--- src/hdl/sfd_pkg.sv ---
// ---------------------------------------------------------------------------
// sfd_pkg
// Shared constants and types of the fixed-length SLIP frame decoder.
// ---------------------------------------------------------------------------
package sfd_pkg;

    localparam int FRAME_BYTES = 12;

    localparam int ADDR_W = (FRAME_BYTES > 1) ? $clog2(FRAME_BYTES) : 1;
    localparam int CNT_W  = $clog2(FRAME_BYTES + 2);

    localparam logic [7:0] CODE_END     = 8'hC0;
    localparam logic [7:0] CODE_ESC     = 8'hDB;
    localparam logic [7:0] CODE_ESC_END = 8'hDC;
    localparam logic [7:0] CODE_ESC_ESC = 8'hDD;

    typedef logic [ADDR_W-1:0] t_addr;
    typedef logic [CNT_W-1:0]  t_cnt;

    typedef struct packed {
        logic       we;
        t_addr      addr;
        logic [7:0] data;
    } t_ram_wr;

    typedef struct packed {
        logic  re;
        t_addr addr;
    } t_ram_rd;

endpackage

--- src/hdl/sfd_if.sv ---
// ---------------------------------------------------------------------------
// sfd_rx_if, sfd_dec_if
// Valid/ready channels for received bytes and decoded frame bytes.
// ---------------------------------------------------------------------------
interface sfd_rx_if;
    logic       valid;
    logic       ready;
    logic [7:0] rx_byte;

    modport source (output valid, output rx_byte, input ready);
    modport sink   (input valid, input rx_byte, output ready);
endinterface

interface sfd_dec_if;
    logic       valid;
    logic       ready;
    logic [7:0] data_byte;
    logic       last_byte;

    modport source (output valid, output data_byte, output last_byte, input ready);
    modport sink   (input valid, input data_byte, input last_byte, output ready);
endinterface

--- src/hdl/sfd_ram.sv ---
// ---------------------------------------------------------------------------
// sfd_ram
// Frame store: one write port and one read port with registered read data.
// The read data holds its value while no read is issued.
// ---------------------------------------------------------------------------
module sfd_ram (
    input  logic            i_clk,
    input  sfd_pkg::t_ram_wr i_wr,
    input  sfd_pkg::t_ram_rd i_rd,
    output logic [7:0]      o_rdata
);
    import sfd_pkg::*;

    logic [7:0] r_mem [FRAME_BYTES];
    logic [7:0] r_rdata;

    always_ff @(posedge i_clk) begin
        if (i_wr.we) begin
            r_mem[i_wr.addr] <= i_wr.data;
        end
    end

    always_ff @(posedge i_clk) begin
        if (i_rd.re) begin
            r_rdata <= r_mem[i_rd.addr];
        end
    end

    assign o_rdata = r_rdata;

endmodule

--- src/hdl/slip_fixed_frame_decoder_core.sv ---
// Input: one byte per cycle while collecting a frame.
// A closing END of a complete frame starts a readout; the first beat passes the state register,
// the frame store read data register and the output register. The frame then leaves at one
// beat per cycle while the sink is ready. Input is held off while the frame store read port
// streams the frame out, which takes longer when the output stalls.
// Reset is synchronous, active low, and clears the control state only; no clearing pass.
// ---------------------------------------------------------------------------
// slip_fixed_frame_decoder_core
// SLIP decoder that forwards only frames of exactly FRAME_BYTES decoded bytes.
// ---------------------------------------------------------------------------
module slip_fixed_frame_decoder_core (
    input  logic        i_clk,
    input  logic        i_rst_n,
    sfd_rx_if.sink      i_rx,
    sfd_dec_if.source   o_dec
);
    import sfd_pkg::*;

    localparam logic ST_RECV = 1'b0;
    localparam logic ST_READ = 1'b1;

    localparam t_addr LAST_ADDR = ADDR_W'(FRAME_BYTES - 1);
    localparam t_cnt  FULL_CNT  = CNT_W'(FRAME_BYTES);
    localparam t_cnt  OVER_CNT  = CNT_W'(FRAME_BYTES + 1);

    logic       r_state, n_state;
    logic       r_in_frame, n_in_frame;
    logic       r_esc, n_esc;
    t_cnt       r_cnt, n_cnt;
    t_addr      r_rd_addr, n_rd_addr;
    logic       r_rd_vld, n_rd_vld;
    logic       r_rd_last, n_rd_last;
    logic       r_out_vld, n_out_vld;
    logic [7:0] r_out_data;
    logic       r_out_last;

    t_ram_wr    w_wr;
    t_ram_rd    w_rd;
    logic [7:0] w_rdata;
    logic       w_accept;
    logic       w_out_load;
    logic       w_close_ok;
    logic       w_store;
    logic [7:0] w_store_data;

    sfd_ram u_ram (
        .i_clk   (i_clk),
        .i_wr    (w_wr),
        .i_rd    (w_rd),
        .o_rdata (w_rdata)
    );

    assign i_rx.ready      = (r_state == ST_RECV);
    assign w_accept        = i_rx.valid && i_rx.ready;
    assign w_out_load      = r_rd_vld && (!r_out_vld || o_dec.ready);
    assign w_close_ok      = w_accept && r_in_frame && !r_esc &&
                             (i_rx.rx_byte == CODE_END) && (r_cnt == FULL_CNT);

    always_comb begin
        n_state      = r_state;
        n_in_frame   = r_in_frame;
        n_esc        = r_esc;
        n_cnt        = r_cnt;
        n_rd_addr    = r_rd_addr;
        w_store      = 1'b0;
        w_store_data = i_rx.rx_byte;
        w_rd.re      = 1'b0;
        w_rd.addr    = r_rd_addr;

        if (w_accept) begin
            if (!r_in_frame) begin
                if (i_rx.rx_byte == CODE_END) begin
                    n_in_frame = 1'b1;
                    n_cnt      = '0;
                    n_esc      = 1'b0;
                end
            end else if (r_esc) begin
                n_esc = 1'b0;
                if (i_rx.rx_byte == CODE_ESC_END) begin
                    w_store      = 1'b1;
                    w_store_data = CODE_END;
                end else if (i_rx.rx_byte == CODE_ESC_ESC) begin
                    w_store      = 1'b1;
                    w_store_data = CODE_ESC;
                end
            end else if (i_rx.rx_byte == CODE_END) begin
                n_in_frame = 1'b0;
                n_cnt      = '0;
                if (r_cnt == FULL_CNT) begin
                    n_state   = ST_READ;
                    n_rd_addr = '0;
                end
            end else if (i_rx.rx_byte == CODE_ESC) begin
                n_esc = 1'b1;
            end else begin
                w_store = 1'b1;
            end
        end

        if (w_store) begin
            if (r_cnt < FULL_CNT) begin
                n_cnt = r_cnt + t_cnt'(1);
            end else begin
                n_cnt = OVER_CNT;
            end
        end

        if ((r_state == ST_READ) && (!r_rd_vld || w_out_load)) begin
            w_rd.re   = 1'b1;
            n_rd_addr = r_rd_addr + t_addr'(1);
            if (r_rd_addr == LAST_ADDR) begin
                n_state = ST_RECV;
            end
        end
    end

    always_comb begin
        w_wr.we   = w_store && (r_cnt < FULL_CNT);
        w_wr.addr = r_cnt[ADDR_W-1:0];
        w_wr.data = w_store_data;
    end

    always_comb begin
        n_rd_vld  = r_rd_vld;
        n_rd_last = r_rd_last;
        n_out_vld = r_out_vld;
        if (w_rd.re) begin
            n_rd_vld  = 1'b1;
            n_rd_last = (r_rd_addr == LAST_ADDR);
        end else if (w_out_load) begin
            n_rd_vld = 1'b0;
        end
        if (w_out_load) begin
            n_out_vld = 1'b1;
        end else if (o_dec.ready) begin
            n_out_vld = 1'b0;
        end
    end

    always_ff @(posedge i_clk) begin
        if (!i_rst_n) begin
            r_state    <= ST_RECV;
            r_in_frame <= 1'b0;
            r_esc      <= 1'b0;
            r_cnt      <= '0;
            r_rd_addr  <= '0;
            r_rd_vld   <= 1'b0;
            r_rd_last  <= 1'b0;
            r_out_vld  <= 1'b0;
        end else begin
            r_state    <= n_state;
            r_in_frame <= n_in_frame;
            r_esc      <= n_esc;
            r_cnt      <= n_cnt;
            r_rd_addr  <= n_rd_addr;
            r_rd_vld   <= n_rd_vld;
            r_rd_last  <= n_rd_last;
            r_out_vld  <= n_out_vld;
        end
    end

    always_ff @(posedge i_clk) begin
        if (w_out_load) begin
            r_out_data <= w_rdata;
            r_out_last <= r_rd_last;
        end
    end

    assign o_dec.valid     = r_out_vld;
    assign o_dec.data_byte = r_out_data;
    assign o_dec.last_byte = r_out_last;

`ifndef ASSERT_OFF
    a_no_write_during_read: assert property (@(posedge i_clk) disable iff (!i_rst_n)
        !(w_wr.we && w_rd.re))
        else $error("Frame store written while a readout read is issued.");

    a_cnt_range: assert property (@(posedge i_clk) disable iff (!i_rst_n)
        r_cnt <= OVER_CNT)
        else $error("Byte count beyond saturation value.");

    a_rdata_held: assert property (@(posedge i_clk) disable iff (!i_rst_n)
        (r_rd_vld && !w_out_load) |=> (r_rd_vld && $stable(w_rdata)))
        else $error("Pending read data was overwritten before it was taken.");

    a_close_starts_read: assert property (@(posedge i_clk) disable iff (!i_rst_n)
        w_close_ok |=> ((r_state == ST_READ) && (r_rd_addr == '0) && !r_in_frame))
        else $error("Complete frame did not start a readout.");
`endif

endmodule

--- src/flat_wrapper.sv ---
// flat-port wrapper written by rule: the top's interface ports become plain ports
module slip_fixed_frame_decoder_core_flat import sfd_pkg::*;
  (i_clk, i_rst_n, i_rx_valid, i_rx_rx_byte, i_rx_ready, o_dec_valid, o_dec_data_byte, o_dec_last_byte, o_dec_ready);
  sfd_rx_if i_rx_i ();
  sfd_dec_if o_dec_i ();
  input  logic i_clk;
  input  logic i_rst_n;
  input wire logic [$bits(i_rx_i.valid)-1:0] i_rx_valid;
  input wire logic [$bits(i_rx_i.rx_byte)-1:0] i_rx_rx_byte;
  output wire logic [$bits(i_rx_i.ready)-1:0] i_rx_ready;
  output wire logic [$bits(o_dec_i.valid)-1:0] o_dec_valid;
  output wire logic [$bits(o_dec_i.data_byte)-1:0] o_dec_data_byte;
  output wire logic [$bits(o_dec_i.last_byte)-1:0] o_dec_last_byte;
  input wire logic [$bits(o_dec_i.ready)-1:0] o_dec_ready;
  assign i_rx_i.valid = i_rx_valid;
  assign i_rx_i.rx_byte = i_rx_rx_byte;
  assign i_rx_ready = i_rx_i.ready;
  assign o_dec_valid = o_dec_i.valid;
  assign o_dec_data_byte = o_dec_i.data_byte;
  assign o_dec_last_byte = o_dec_i.last_byte;
  assign o_dec_i.ready = o_dec_ready;
  slip_fixed_frame_decoder_core u_core (.i_clk(i_clk), .i_rst_n(i_rst_n), .i_rx(i_rx_i), .o_dec(o_dec_i));
endmodule
--- config.mk ---
export PLATFORM = sky130hd
export DESIGN_NAME = slip_fixed_frame_decoder_core_flat
export DESIGN_NICKNAME = d
export VERILOG_FILES = /design/src/hdl/sfd_pkg.sv /design/src/hdl/sfd_if.sv /design/src/hdl/sfd_ram.sv /design/src/hdl/slip_fixed_frame_decoder_core.sv /design/src/flat_wrapper.sv
export SDC_FILE = /design/constraint.sdc
export NUM_CORES = 1
export LEC_CHECK = 0
export ABC_CLOCK_PERIOD_IN_PS = 6700
export BUFFER_PORTS_ARGS = -buffer_cell sky130_fd_sc_hd__buf_2
export CORE_ASPECT_RATIO = 1.2
export CORE_MARGIN = 3
export CORE_UTILIZATION = 60
export DETAILED_ROUTE_END_ITERATION = 7
export PLACE_DENSITY_LB_ADDON = 0.08
export SETUP_SLACK_MARGIN = 0.05
export SLEW_MARGIN = 10
export SYNTH_ARGS = -nofsm -noshare
export SYNTH_HDL_FRONTEND = slang
export SYNTH_SLANG_ARGS = --single-unit
--- constraint.sdc ---
create_clock -name i_clk -period 6.7 [get_ports i_clk]
set_input_delay 0.67 -clock i_clk [delete_from_list [all_inputs] [get_ports i_clk]]
set_output_delay 0.67 -clock i_clk [all_outputs]
set_load 0.01 [all_outputs]
== Yosys cells after proc, flatten, opt, wreduce, memory -nomap -nowiden ==
Memory sizes are Yosys's and may differ from the RTL's. A register that Yosys moved wholly into a read port is not among the register bits.
Cells that the tools add are included.

* $add $sub $neg: 2
* Multiply operators: 0
* Div/mod/pow operators: 0
* $lt $le $gt $ge: 1
* Eq/ne operators: 8
* Shifts and indexed selects: 0
* Muxes and demuxes: 47
* Bitwise logic cells: 1
* Reductions and logical operators: 19

{| class="wikitable"
|+ Operator list
! operator !! number
|-
| $mux W4 || 12
|-
| $mux W8 || 5
|-
| $eq A8 B8 Y1 const B || 4
|-
| $mux W1 || 30
|-
| $reduce_bool A2 Y1 || 8
|-
| $add A4 B1 Y4 const B || 2
|-
| $eq A4 B4 Y1 const B || 2
|-
| $reduce_and A5 Y1 || 1
|-
| $logic_and A1 B1 Y1 || 4
|-
| $lt A4 B4 Y1 const B || 1
|-
| $reduce_and A2 Y1 || 2
|-
| $ne A3 B3 Y1 const B || 1
|-
| $logic_not A1 Y1 || 2
|-
| $logic_or A1 B1 Y1 || 2
|-
| $ne A2 B2 Y1 const B || 1
|-
| $not A1 Y1 || 1
|}

* Register bits after elaboration: 23
* Bits in latches: 0
* Memory bits (writable): 96
* ROM bits: 0
* Bits of input ports: 12
* Output and inout port bits: 11
* Word-level logic and storage cells: 89
* Memories kept: 1

{| class="wikitable"
|+ Memory list
! name !! depth !! bits a word !! read ports !! clocked after memory_dff !! write ports !! line !! source
|-
| u_core.u_ram.r_mem || 12 || 8 || 1 || 1 || 1 || sfd_ram.sv:14 || <nowiki>logic [7:0] r_mem [FRAME_BYTES];</nowiki>
|}

== Logic depth before layout (Yosys ltp) ==
Gate-level depths: netlist of run 1.

* Depth after elaboration: 9
* Depth in mapped cells: 6
* Depth with buffers taken out: 6

== Cells and area by module ==
From an unflattened synthesis of run 1, not the netlist that was laid out.

* Cells, all modules: 286
* Area total of the unflattened synthesis: 5,102.4 um2

{| class="wikitable"
|+ By module, submodules not included
! module !! instances !! cells each !! area an instance (um2) !! sequential area each (um2)
|-
| sfd_ram || 1 || 182 || 3,953.8 || 3,123.0
|-
| slip_fixed_frame_decoder_core || 1 || 104 || 1,148.6 || 550.5
|}

== Worst setup path before layout of run 1 ==
No wires, ideal clock.

* Kind: in2reg
* Start: in i_rx_rx_byte[1]
* End: mem u_core.u_ram.r_mem[4][0] (enable)
* Setup time: 0.383 ns
* Arrival: 2.081 ns
* Data required time: 6.317 ns
* Path slack: 4.235 ns
* Cell stages on the path: 6
* Buffers on the path: 2
* Path through: and4b_1 and3_4 buf_6 nor2_1 buf_2 nor3_1

* Longest elaborated chain between the ends: 9
* Elaborated cells on any way between the ends: 14
* Those cells by class: eq/ne: 4; mux: 9; reduce/logical: 1

{| class="wikitable"
|+ Ends and longest elaborated chain
! what !! line !! source
|-
| start, declared || flat_wrapper.sv:9 || <nowiki>input wire logic [$bits(i_rx_i.rx_byte)-1:0] i_rx_rx_byte;</nowiki>
|-
| $eq A8 B8 Y1 (on tied branches) || slip_fixed_frame_decoder_core.sv:93, slip_fixed_frame_decoder_core.sv:82 ||
|-
| $mux W1 (on tied branches) || slip_fixed_frame_decoder_core.sv:93, slip_fixed_frame_decoder_core.sv:82 ||
|-
| $mux W1 (on tied branches) || slip_fixed_frame_decoder_core.sv:86, slip_fixed_frame_decoder_core.sv:79 ||
|-
| $mux W1 (*) || slip_fixed_frame_decoder_core.sv:77 || <nowiki>end else if (r_esc) begin</nowiki>
|-
| $mux W1 (*) || slip_fixed_frame_decoder_core.sv:71 || <nowiki>if (!r_in_frame) begin</nowiki>
|-
| $mux W1 (*) || slip_fixed_frame_decoder_core.sv:70 || <nowiki>if (w_accept) begin</nowiki>
|-
| $logic_and A1 B1 Y1 (*) || slip_fixed_frame_decoder_core.sv:118 || <nowiki>w_wr.we = w_store && (r_cnt < FULL_CNT);</nowiki>
|-
| $mux W1 (*) || sfd_ram.sv:18 || <nowiki>if (i_wr.we) begin</nowiki>
|-
| $mux W1 (not written as such) (*) || sfd_ram.sv:19 || <nowiki>r_mem[i_wr.addr] <= i_wr.data;</nowiki>
|-
| end, declared || sfd_ram.sv:14 ||
|}

Mark *: on every way between the ends. The rest lies on a longest branch, timed or not.

== Worst setup path in the final report of run 1 ==
* Start: in i_rx_rx_byte[5]
* End: mem u_core.u_ram.r_mem[9][5] (enable)

The elaborated chain is that of the path after synthesis.

==> impl_metrics.json, run 1 <==
{
  "seq_area_sq_mm": 0.00367,
  "ant_nets": 0,
  "synth_ff_type": "edfxtp_1",
  "synth.distinct_cells": 44,
  "start_util": 0.624,
  "clkTransAtPathRegs_ns": 0.06,
  "crit_fanout": 14,
  "drc": 0,
  "ctsLongestPathBuffers": 2,
  "vias_per_cell": 5.85,
  "worst_pin_slew_ns": 1.23,
  "cts_tree": "yes",
  "htree_levels": 4,
  "fill_cells": 494,
  "setup_violations": 0,
  "place_hpwl_um": 6300,
  "skew_ns": 0.0116,
  "vias": 2627,
  "drive_gt1_frac": 0.278,
  "drv_cap": 0,
  "insertion_delay_ns": 0.52,
  "core_sq_mm": 0.00824,
  "ir_drop_mv": 0.213,
  "layout_common_cells": "edfxtp_1, nand2_1, mux4_2, buf_2, clkbuf_16",
  "cts_buffers": 17,
  "dpl.cell_count": 417,
  "synthArstFlopShare": 0,
  "die-height_um": 107,
  "ios": 23,
  "status": "completed",
  "crit_type": "input pin to flop",
  "root_buffer": "clkbuf_8",
  "syn_nets": 315,
  "instances_no_fill": 449,
  "drt-initial-drc-count": 175,
  "crit_arrival_ns": 2.80,
  "grt_first_pass_wirelength_um": 15100,
  "routed_wl_um": 9590,
  "drv_slew": 0,
  "yosys_warnings": 0,
  "synth_area_leaders": "edfxtp_1, mux4_2, dfxtp_1",
  "wl_per_cell_um": 21.4,
  "fin_crit_ns": 2.68,
  "worst_path_max_delay_cell": "nor3_1",
  "relSlewSlack": 0.171,
  "postCtsHoldBufs": 0,
  "ys_seq_area_frac": 0.714,
  "io_buffers": 22,
  "synthCells": 298,
  "grt_use_total": 0.217,
  "syn_area_sq_mm": 0.00514,
  "antenna_found_initial": 0,
  "grt_max_degree": 29,
  "slowest_delay_ns": 1.05,
  "die_area_sq_mm": 0.00973,
  "leakagePower_uw": 0.00186,
  "num_rows": 36,
  "final-hold-violation-count": 0,
  "area_delta_synth_final_pct": 14.3,
  "first_pass_iters": 4,
  "synth_seq_cells": 127,
  "synth_largest_area_cell": "edfxtp_1",
  "post-route-period-util": 0.400,
  "synth_top_area_share": 0.660,
  "cts_sinks": 127,
  "layout_commonest_cell": "edfxtp_1",
  "grt_overflow": 0,
  "p_total_uw": 1720,
  "timing.hold.ws_ns": 0.426,
  "path_cells": "buf_2, and4bb_2, a21oi_2, nor2_1, nor3_1",
  "syn_avg_cell_area_sq_um": 17.3,
  "required_ns": 6.82,
  "synth_edf_count": 113,
  "cp-end-kind": "flop",
  "grt_pass1_vias": 2713,
  "multi_input_area_sq_mm": 0.00138,
  "hp-class": "flop to flop",
  "antenna_cells": 0,
  "finalSetupTns_ns": 0,
  "cts_resized": 0,
  "max_freq_ghz": 0.373,
  "die_w_um": 90.5,
  "finish.net_count": 339,
  "gp_congestion": 0.884,
  "rsz0062_at_grt": "no",
  "post-cts-setup-buffer-count": 0,
  "start_kind": "input pin",
  "powerDensity_mw_per_mm2": 292
}
-- routing by layer --
layer | up-vias | track usage | part of all wire
met5 | - | 0 | 0
met4 | 0 | 0.0853 | 0.014
met2 | 76 | 0.358 | 0.51
met1 | 1310 | 0.281 | 0.44
met3 | 13 | 0.0503 | 0.037
li1 | 1228 | - | -
-- registers in the layout, summed over array words and instances, names as in the netlist --
signal                  flops
u_core.o_dec.data_byte      8
u_core.o_dec.last_byte      1
u_core.o_dec.valid          1
u_core.r_cnt                4
u_core.r_esc                1
u_core.r_in_frame           1
u_core.r_rd_addr            4
u_core.r_rd_last            1
u_core.r_rd_vld             1
u_core.r_state              1
u_core.u_ram.o_rdata        8
u_core.u_ram.r_mem         96
-- synthesized netlist by cell type (all sizes together), types with 6 or more instances --
cell    instances
edfxtp        113
inv             7
dfxtp          14
nor3           13
mux4           24
nor2            6
nand2          26
buf             7
o21ai          11
clkbuf         10
mux2i           8
-- worst max-delay path, delay by kind of cell --
| family | cells | cell delay (ns) |
|---|---|---|
| and+or+nand+nor | 3 | 1.64 |
| buffers and inverters | 1 | 0.24 |
| AOI/OAI and AO/OA | 1 | 0.25 |
-- worst paths after layout --
check	depth (start not counted)	to	slack, ns	start
worst max-delay path	5	u_core.u_ram.r_mem[9][5]	4.02	i_rx_rx_byte[5]
worst min-delay path	0	u_core.o_dec.data_byte[7]	0.43	u_core.u_ram.o_rdata[7]
worst min register to register	0	u_core.o_dec.data_byte[7]	0.43	u_core.u_ram.o_rdata[7]
worst max register to register	4	u_core.u_ram.r_mem[9][5]	4.05	u_core.r_state
-- cells by family after synthesis --
group	share of synthesized area
muxes	0.121
and+or+nand+nor	0.0832
AOI/OAI and AO/OA	0.0482
buffers and inverters	0.0219
DFF	0.714
adders and majority gates	0.0122
-- per-stage QoR --
stage / utilization / worst slack, ns / instance area [sq um]
finish: 0.714 / 4.02 / 5880
detailed placement: 0.645 / 3.47 / 5310
global route: 0.714 / 3.90 / 5880
global placement: 0.645 / 3.60 / 5310
floorplan: - / 4.24 / 5140
CTS: 0.711 / 3.99 / 5860
-- cell type report --
cell class / instances / area share
inverters: 7 / 0.00447
repair buffers: 22 / 0.0187
well taps: 114 / 0.0243
clock buffers: 17 / 0.0704
multi-input cells: 147 / 0.234
clock inverters: 15 / 0.0230
flip-flops and latches: 127 / 0.625
-- report_power, final --
group	internal [uW]	total [uW]	leakage, uW	switching [uW]
logic	4.90	20.5	0.000472	15.6
registers	859	859	0.00113	0.0437
clock network	495	839	0.000260	344
Note: power is estimated with default switching activity, not from simulation.
==> inputs of run 2 (changes only) <==
--- a/config.mk
+++ b/config.mk
@@ -5,7 +5,7 @@
 export SDC_FILE = /design/constraint.sdc
 export NUM_CORES = 1
 export LEC_CHECK = 0
-export ABC_CLOCK_PERIOD_IN_PS = 6700
+export ABC_CLOCK_PERIOD_IN_PS = 2750
 export BUFFER_PORTS_ARGS = -buffer_cell sky130_fd_sc_hd__buf_2
 export CORE_ASPECT_RATIO = 1.2
 export CORE_MARGIN = 3
==> constraint.sdc (replaced) <==
create_clock -name i_clk -period 2.75 [get_ports i_clk]
set_input_delay 0.275 -clock i_clk [delete_from_list [all_inputs] [get_ports i_clk]]
set_output_delay 0.275 -clock i_clk [all_outputs]
set_load 0.01 [all_outputs]
==> run 2 against run 1 <==
  * Largest power group unchanged
  * Highest routed layer unchanged
  * Total power is 140% higher
  * Worst hold slack worse by 0.39 ns
  * Cell area is 1.6% higher
  * Wire length is 2.6% higher
  * Register-to-register slack worse by 3.8 ns
  * Critical path type is now flop to flop
  * Sequential power is 140% higher
  * Non-clock buffer count is 14 higher
==> impl_metrics.json, run 2 (same netlist as run 1, synthesis figures left out) <==
{
  "status": "completed",
  "crit_family": "simple AND/OR/NAND/NOR gates",
  "ios": 23,
  "drive_gt1_frac": 0.309,
  "placed_cell_area_sq_mm": 0.00542,
  "rsz0062_at_grt": "no",
  "drt-initial-drc-count": 188,
  "cp-end-kind": "flop",
  "ir_drop_mv": 0.552,
  "top_register": "u_core.u_ram.r_mem",
  "grt_first_pass_wirelength_um": 15800,
  "finalSetupTns_ns": 0,
  "num_rows": 36,
  "grt_max_degree": 21,
  "die-height_um": 107,
  "largest_reg_flops": 96,
  "setup_violations": 0,
  "routed_wl_um": 9850,
  "leakagePower_uw": 0.00192,
  "cts_buffers": 17,
  "die_area_sq_mm": 0.00973,
  "finish.net_count": 353,
  "seq_area_sq_mm": 0.00367,
  "instances_no_fill": 463,
  "start_util": 0.624,
  "skew_ns": 0.00897,
  "wl_per_cell_um": 21.3,
  "start_kind": "flop",
  "crit_fanout": 12,
  "drv_cap": 0,
  "vias": 2796,
  "antenna_found_initial": 0,
  "htree_levels": 4,
  "ant_nets": 0,
  "crit_type": "flop to flop",
  "layout_commonest_cell": "edfxtp_1",
  "cts_resized": 0,
  "place_hpwl_um": 6640,
  "final_area_sq_mm": 0.00597,
  "die_w_um": 90.5,
  "post-route-period-util": 0.902,
  "worst_pin_slew_ns": 1.16,
  "cts_sinks": 127,
  "required_ns": 2.88,
  "core_sq_mm": 0.00824,
  "drc": 0,
  "slowest_delay_ns": 0.99,
  "relSlewSlack": 0.219,
  "path_cells": "and3b_1, and3_4, nor2_1, nor3_1",
  "fill_cells": 521,
  "max_freq_ghz": 0.403,
  "hp-class": "input pin to flop",
  "gp_congestion": 0.807,
  "crit_arrival_ns": 2.61,
  "first_pass_iters": 4,
  "worst_path_max_delay_cell": "nor3_1",
  "ctsLongestPathBuffers": 2,
  "grt_use_total": 0.227,
  "vias_per_cell": 6.04,
  "final-hold-violation-count": 0,
  "postCtsHoldBufs": 0,
  "cts_tree": "yes",
  "clkTransAtPathRegs_ns": 0.06,
  "powerDensity_mw_per_mm2": 685,
  "io_buffers": 22,
  "cp_num_buf_inv": 0,
  "antenna_cells": 0,
  "grt_pass1_vias": 2863,
  "drv_slew": 0,
  "grt_overflow": 0,
  "layout_common_cells": "edfxtp_1, nand2_1, mux4_2, buf_2, clkbuf_16",
  "multi_input_area_sq_mm": 0.00139,
  "root_buffer": "clkbuf_8",
  "fin_crit_ns": 2.48,
  "dpl.cell_count": 431,
  "post-cts-setup-buffer-count": 0,
  "area_delta_synth_final_pct": 16.1,
  "insertion_delay_ns": 0.51
}
## run 2: final cells by class
class | instances | area share
clock inverter | 13 | 0.0165
inverter | 7 | 0.00440
sequential | 127 | 0.615
tap | 114 | 0.0239
timing repair buffer | 36 | 0.0360
clock buffer | 19 | 0.0706
multi-input combinational | 147 | 0.233
## run 2: metal layers
| layer | routed length, um | global-route usage | up-vias |
|---|---|---|---|
| met4 | 114 | 0.0897 | 0 |
| met1 | 4130 | 0.297 | 1443 |
| met3 | 559 | 0.0629 | 8 |
| li1 | - | - | 1258 |
| met5 | 0 | 0 | - |
| met2 | 5040 | 0.366 | 87 |
## run 2: final timing paths
check                                        startpoint                        end  slack [ns]  cells past startpoint
worst max-delay path                  u_core.r_in_frame   u_core.u_ram.r_mem[5][6]        0.27                      4
worst min-delay path                    i_rx_rx_byte[5]  u_core.u_ram.r_mem[10][5]        0.03                      1
worst max register to register        u_core.r_in_frame   u_core.u_ram.r_mem[5][6]        0.27                      4
worst min register to register  u_core.u_ram.o_rdata[0]  u_core.o_dec.data_byte[0]        0.42                      0
## run 2: through the flow
step	hold WS, ns	worst slack, ns	utilization	power, uW
after floorplan	0.400	0.635	-	2160
after global placement	0.405	0.145	0.657	2190
after detailed placement	0.406	0.112	0.658	2190
after CTS	0.000416	0.125	0.721	4120
after global routing	0.0170	0.0776	0.725	4220
final	0.0326	0.271	0.725	4090
## run 2: power breakdown
group          total (uW)  switching, uW  internal [uW]
Clock                1940            764           1180
Combinational        57.3           39.0           18.3
Sequential           2090          0.111           2090
==> inputs of run 3 (changes only) <==
--- a/config.mk
+++ b/config.mk
@@ -5,11 +5,13 @@
 export SDC_FILE = /design/constraint.sdc
 export NUM_CORES = 1
 export LEC_CHECK = 0
+export ABC_AREA = 1
 export ABC_CLOCK_PERIOD_IN_PS = 2750
 export BUFFER_PORTS_ARGS = -buffer_cell sky130_fd_sc_hd__buf_2
 export CORE_ASPECT_RATIO = 1.2
 export CORE_MARGIN = 3
 export CORE_UTILIZATION = 60
+export CTS_BUF_LIST = sky130_fd_sc_hd__clkbuf_4 sky130_fd_sc_hd__clkbuf_8
 export DETAILED_ROUTE_END_ITERATION = 7
 export PLACE_DENSITY_LB_ADDON = 0.08
 export SETUP_SLACK_MARGIN = 0.05
==> run 3 against run 2 <==
  * Total power decreased by 9.0%
  * Maximum frequency is 14% higher
  * First-iteration DRC count increased by 36%
  * Sequential power hardly changed
  * Clock power shrank 19%
  * Critical path type unchanged
  * Critical path depth up 4
==> impl_metrics.json, run 3 <==
{
  "status": "completed",
  "ys_seq_area_frac": 0.692,
  "cts_sinks": 127,
  "drv_cap": 0,
  "reg2reg_to": "u_core.u_ram.r_mem[5][2]",
  "synth-simple-area-share": 0.161,
  "holdPathEnd": "u_core.o_dec.valid",
  "synth_seq_cells": 127,
  "die_w_um": 91.8,
  "crit_type": "flop to flop",
  "grt_pass1_vias": 3403,
  "crit_arrival_ns": 2.22,
  "synthCells": 469,
  "syn_area_sq_mm": 0.00531,
  "largest_reg_flops": 96,
  "cp-end-kind": "flop",
  "use_met3": 0.0635,
  "use_met2": 0.413,
  "synthTopCellsByCount": "edfxtp_1, nor2_1, nand2_1, o21ai_0, inv_1",
  "cts_buffers": 17,
  "ant_nets": 0,
  "place_hpwl_um": 7420,
  "start_util": 0.633,
  "cts_tree": "yes",
  "vias": 3526,
  "first_pass_iters": 5,
  "drv_slew": 0,
  "synthArstFlopShare": 0,
  "max_freq_ghz": 0.460,
  "cts_resized": 0,
  "grt_first_pass_wirelength_um": 17300,
  "ios": 23,
  "rr_worst_depth": 8,
  "hold_start": "o_dec_ready",
  "synth_top_family_by_area": "simple AND/OR/NAND/NOR gates",
  "top_register": "u_core.u_ram.r_mem",
  "hp-class": "input pin to flop",
  "synthMuxAreaShare": 0,
  "worst_pin_slew_ns": 0.956,
  "vias_per_cell": 5.58,
  "leakagePower_uw": 0.00208,
  "num_rows": 36,
  "die-height_um": 109,
  "synth_ff_type": "edfxtp_1",
  "routed_wl_um": 11100,
  "grt_busiest_layer": "met2",
  "relSlewSlack": 0.358,
  "drive_gt1_frac": 0.172,
  "timing.hold.ws_ns": 0.135,
  "die_area_sq_mm": 0.0100,
  "layout_commonest_cell": "edfxtp_1",
  "gp_congestion": 0.856,
  "synth_compound_area_frac": 0.0967,
  "io_buffers": 22,
  "rrSetupSlack_ns": 0.58,
  "rsz0062_at_grt": "no",
  "grt.met1_usage": 0.292,
  "setup_violations": 0,
  "finalSetupTns_ns": 0,
  "synth_edf_count": 113,
  "root_buffer": "clkbuf_8",
  "powerDensity_mw_per_mm2": 623,
  "synth_area_leaders": "edfxtp_1, nor2_1, o21ai_0",
  "final_util": 0.713,
  "antenna_cells": 0,
  "r2r-start": "u_core.r_esc",
  "clkTransAtPathRegs_ns": 0.07,
  "hold_depth": 4,
  "synth_top_area_share": 0.640,
  "antenna_found_initial": 0,
  "htree_levels": 4,
  "post-cts-setup-buffer-count": 0,
  "yosys_warnings": 0,
  "grt_overflow": 0,
  "post-route-period-util": 0.790,
  "drt-initial-drc-count": 255,
  "insertion_delay_ns": 0.42,
  "synth_largest_area_cell": "edfxtp_1",
  "ctsLongestPathBuffers": 2,
  "fin_crit_ns": 2.17,
  "synth.most_common_cell": "edfxtp_1",
  "layout_common_cells": "edfxtp_1, nor2_1, nand2_1, o21ai_0",
  "synthAdderAreaFrac": 0.0118,
  "wl_per_cell_um": 17.5,
  "core_sq_mm": 0.00838,
  "area_delta_synth_final_pct": 12.6,
  "postCtsHoldBufs": 0,
  "synth.distinct_cells": 29,
  "grt_max_degree": 53,
  "drc": 0,
  "syn_nets": 486,
  "final-hold-violation-count": 0,
  "crit_fanout": 8,
  "required_ns": 2.79,
  "start_kind": "flop",
  "ir_drop_mv": 0.670,
  "skew_ns": 0.00909,
  "syn_avg_cell_area_sq_um": 11.3,
  "finish.net_count": 522,
  "synth_xor_area_frac": 0,
  "grt_use_total": 0.238
}
-- run 3: cell count changes after synthesis, sizes merged, moves of 11 or more --
cell / change
nand2: +43
nor2: +98
a21oi: +11
inv: +16
o21ai: +51
mux4: -24
nand3: +15
-- run 3: how the worst max path moves through the flow --
stage                    startpoint                       end  slack, ns  cells past startpoint
global route           u_core.r_esc  u_core.u_ram.r_mem[5][6]       0.41                      8
detailed placement  i_rx_rx_byte[7]  u_core.u_ram.r_mem[5][7]       0.34                      9
finish                 u_core.r_esc  u_core.u_ram.r_mem[5][2]       0.58                      8
CTS                    u_core.r_esc  u_core.u_ram.r_mem[5][6]       0.55                      8
global placement    i_rx_rx_byte[6]  u_core.u_ram.r_mem[5][4]       0.42                      9
floorplan            u_core.r_state  u_core.u_ram.r_mem[7][0]       0.93                      7
-- run 3: per-layer routing --
layer	wire, um	vias to the layer above
met3	642	13
met5	0	-
met4	161	0
met1	4570	1681
li1	-	1707
met2	5700	125
-- run 3: kinds of logic (layout without fill, tap and decap cells) --
| group | Yosys count | in the layout |
|---|---|---|
| AO/OA/AOI/OAI | 90 | 90 |
| adder cells (fa/ha/maj) | 5 | 5 |
| buffers and inverters | 47 | 96 |
| flip-flops | 127 | 127 |
| AND/OR/NAND/NOR | 200 | 200 |
-- run 3: stage by stage --
step | setup slack [ns] | cells | area (sq um) | total power, uW
detailed placement | 0.336 | 600 | 5580 | 2200
finish | 0.578 | 632 | 5970 | 3720
floorplan | 0.933 | 469 | 5310 | 2160
global route | 0.408 | 632 | 5970 | 3850
CTS | 0.546 | 632 | 5970 | 3750
global placement | 0.417 | 600 | 5580 | 2190
-- run 3: where the power goes --
group	switching [uW]	internal, uW
sequential	0.161	2090
clock	669	902
combinational	45.4	15.9
-- run 3: area by class of cell --
cell class / instances / area [sq um]
Clock buffer: 19 / 249
Clock inverter: 13 / 146
Fill cell: 628 / 2400
Inverter: 24 / 90.1
Multi-Input combinational cell: 295 / 1430
Sequential cell: 127 / 3670
Tap cell: 114 / 143
Timing Repair Buffer: 40 / 245
-- run 3: critical path: stages, from the launching register on --
cell and delay, ns:
dfxtp_1 0.41, inv_2 0.12, nand2_2 0.08, nor2_2 0.06, a21oi_4 0.16, nand2_4 0.10, a21oi_4 0.21, nand2_2 0.10
nor2_1 0.55
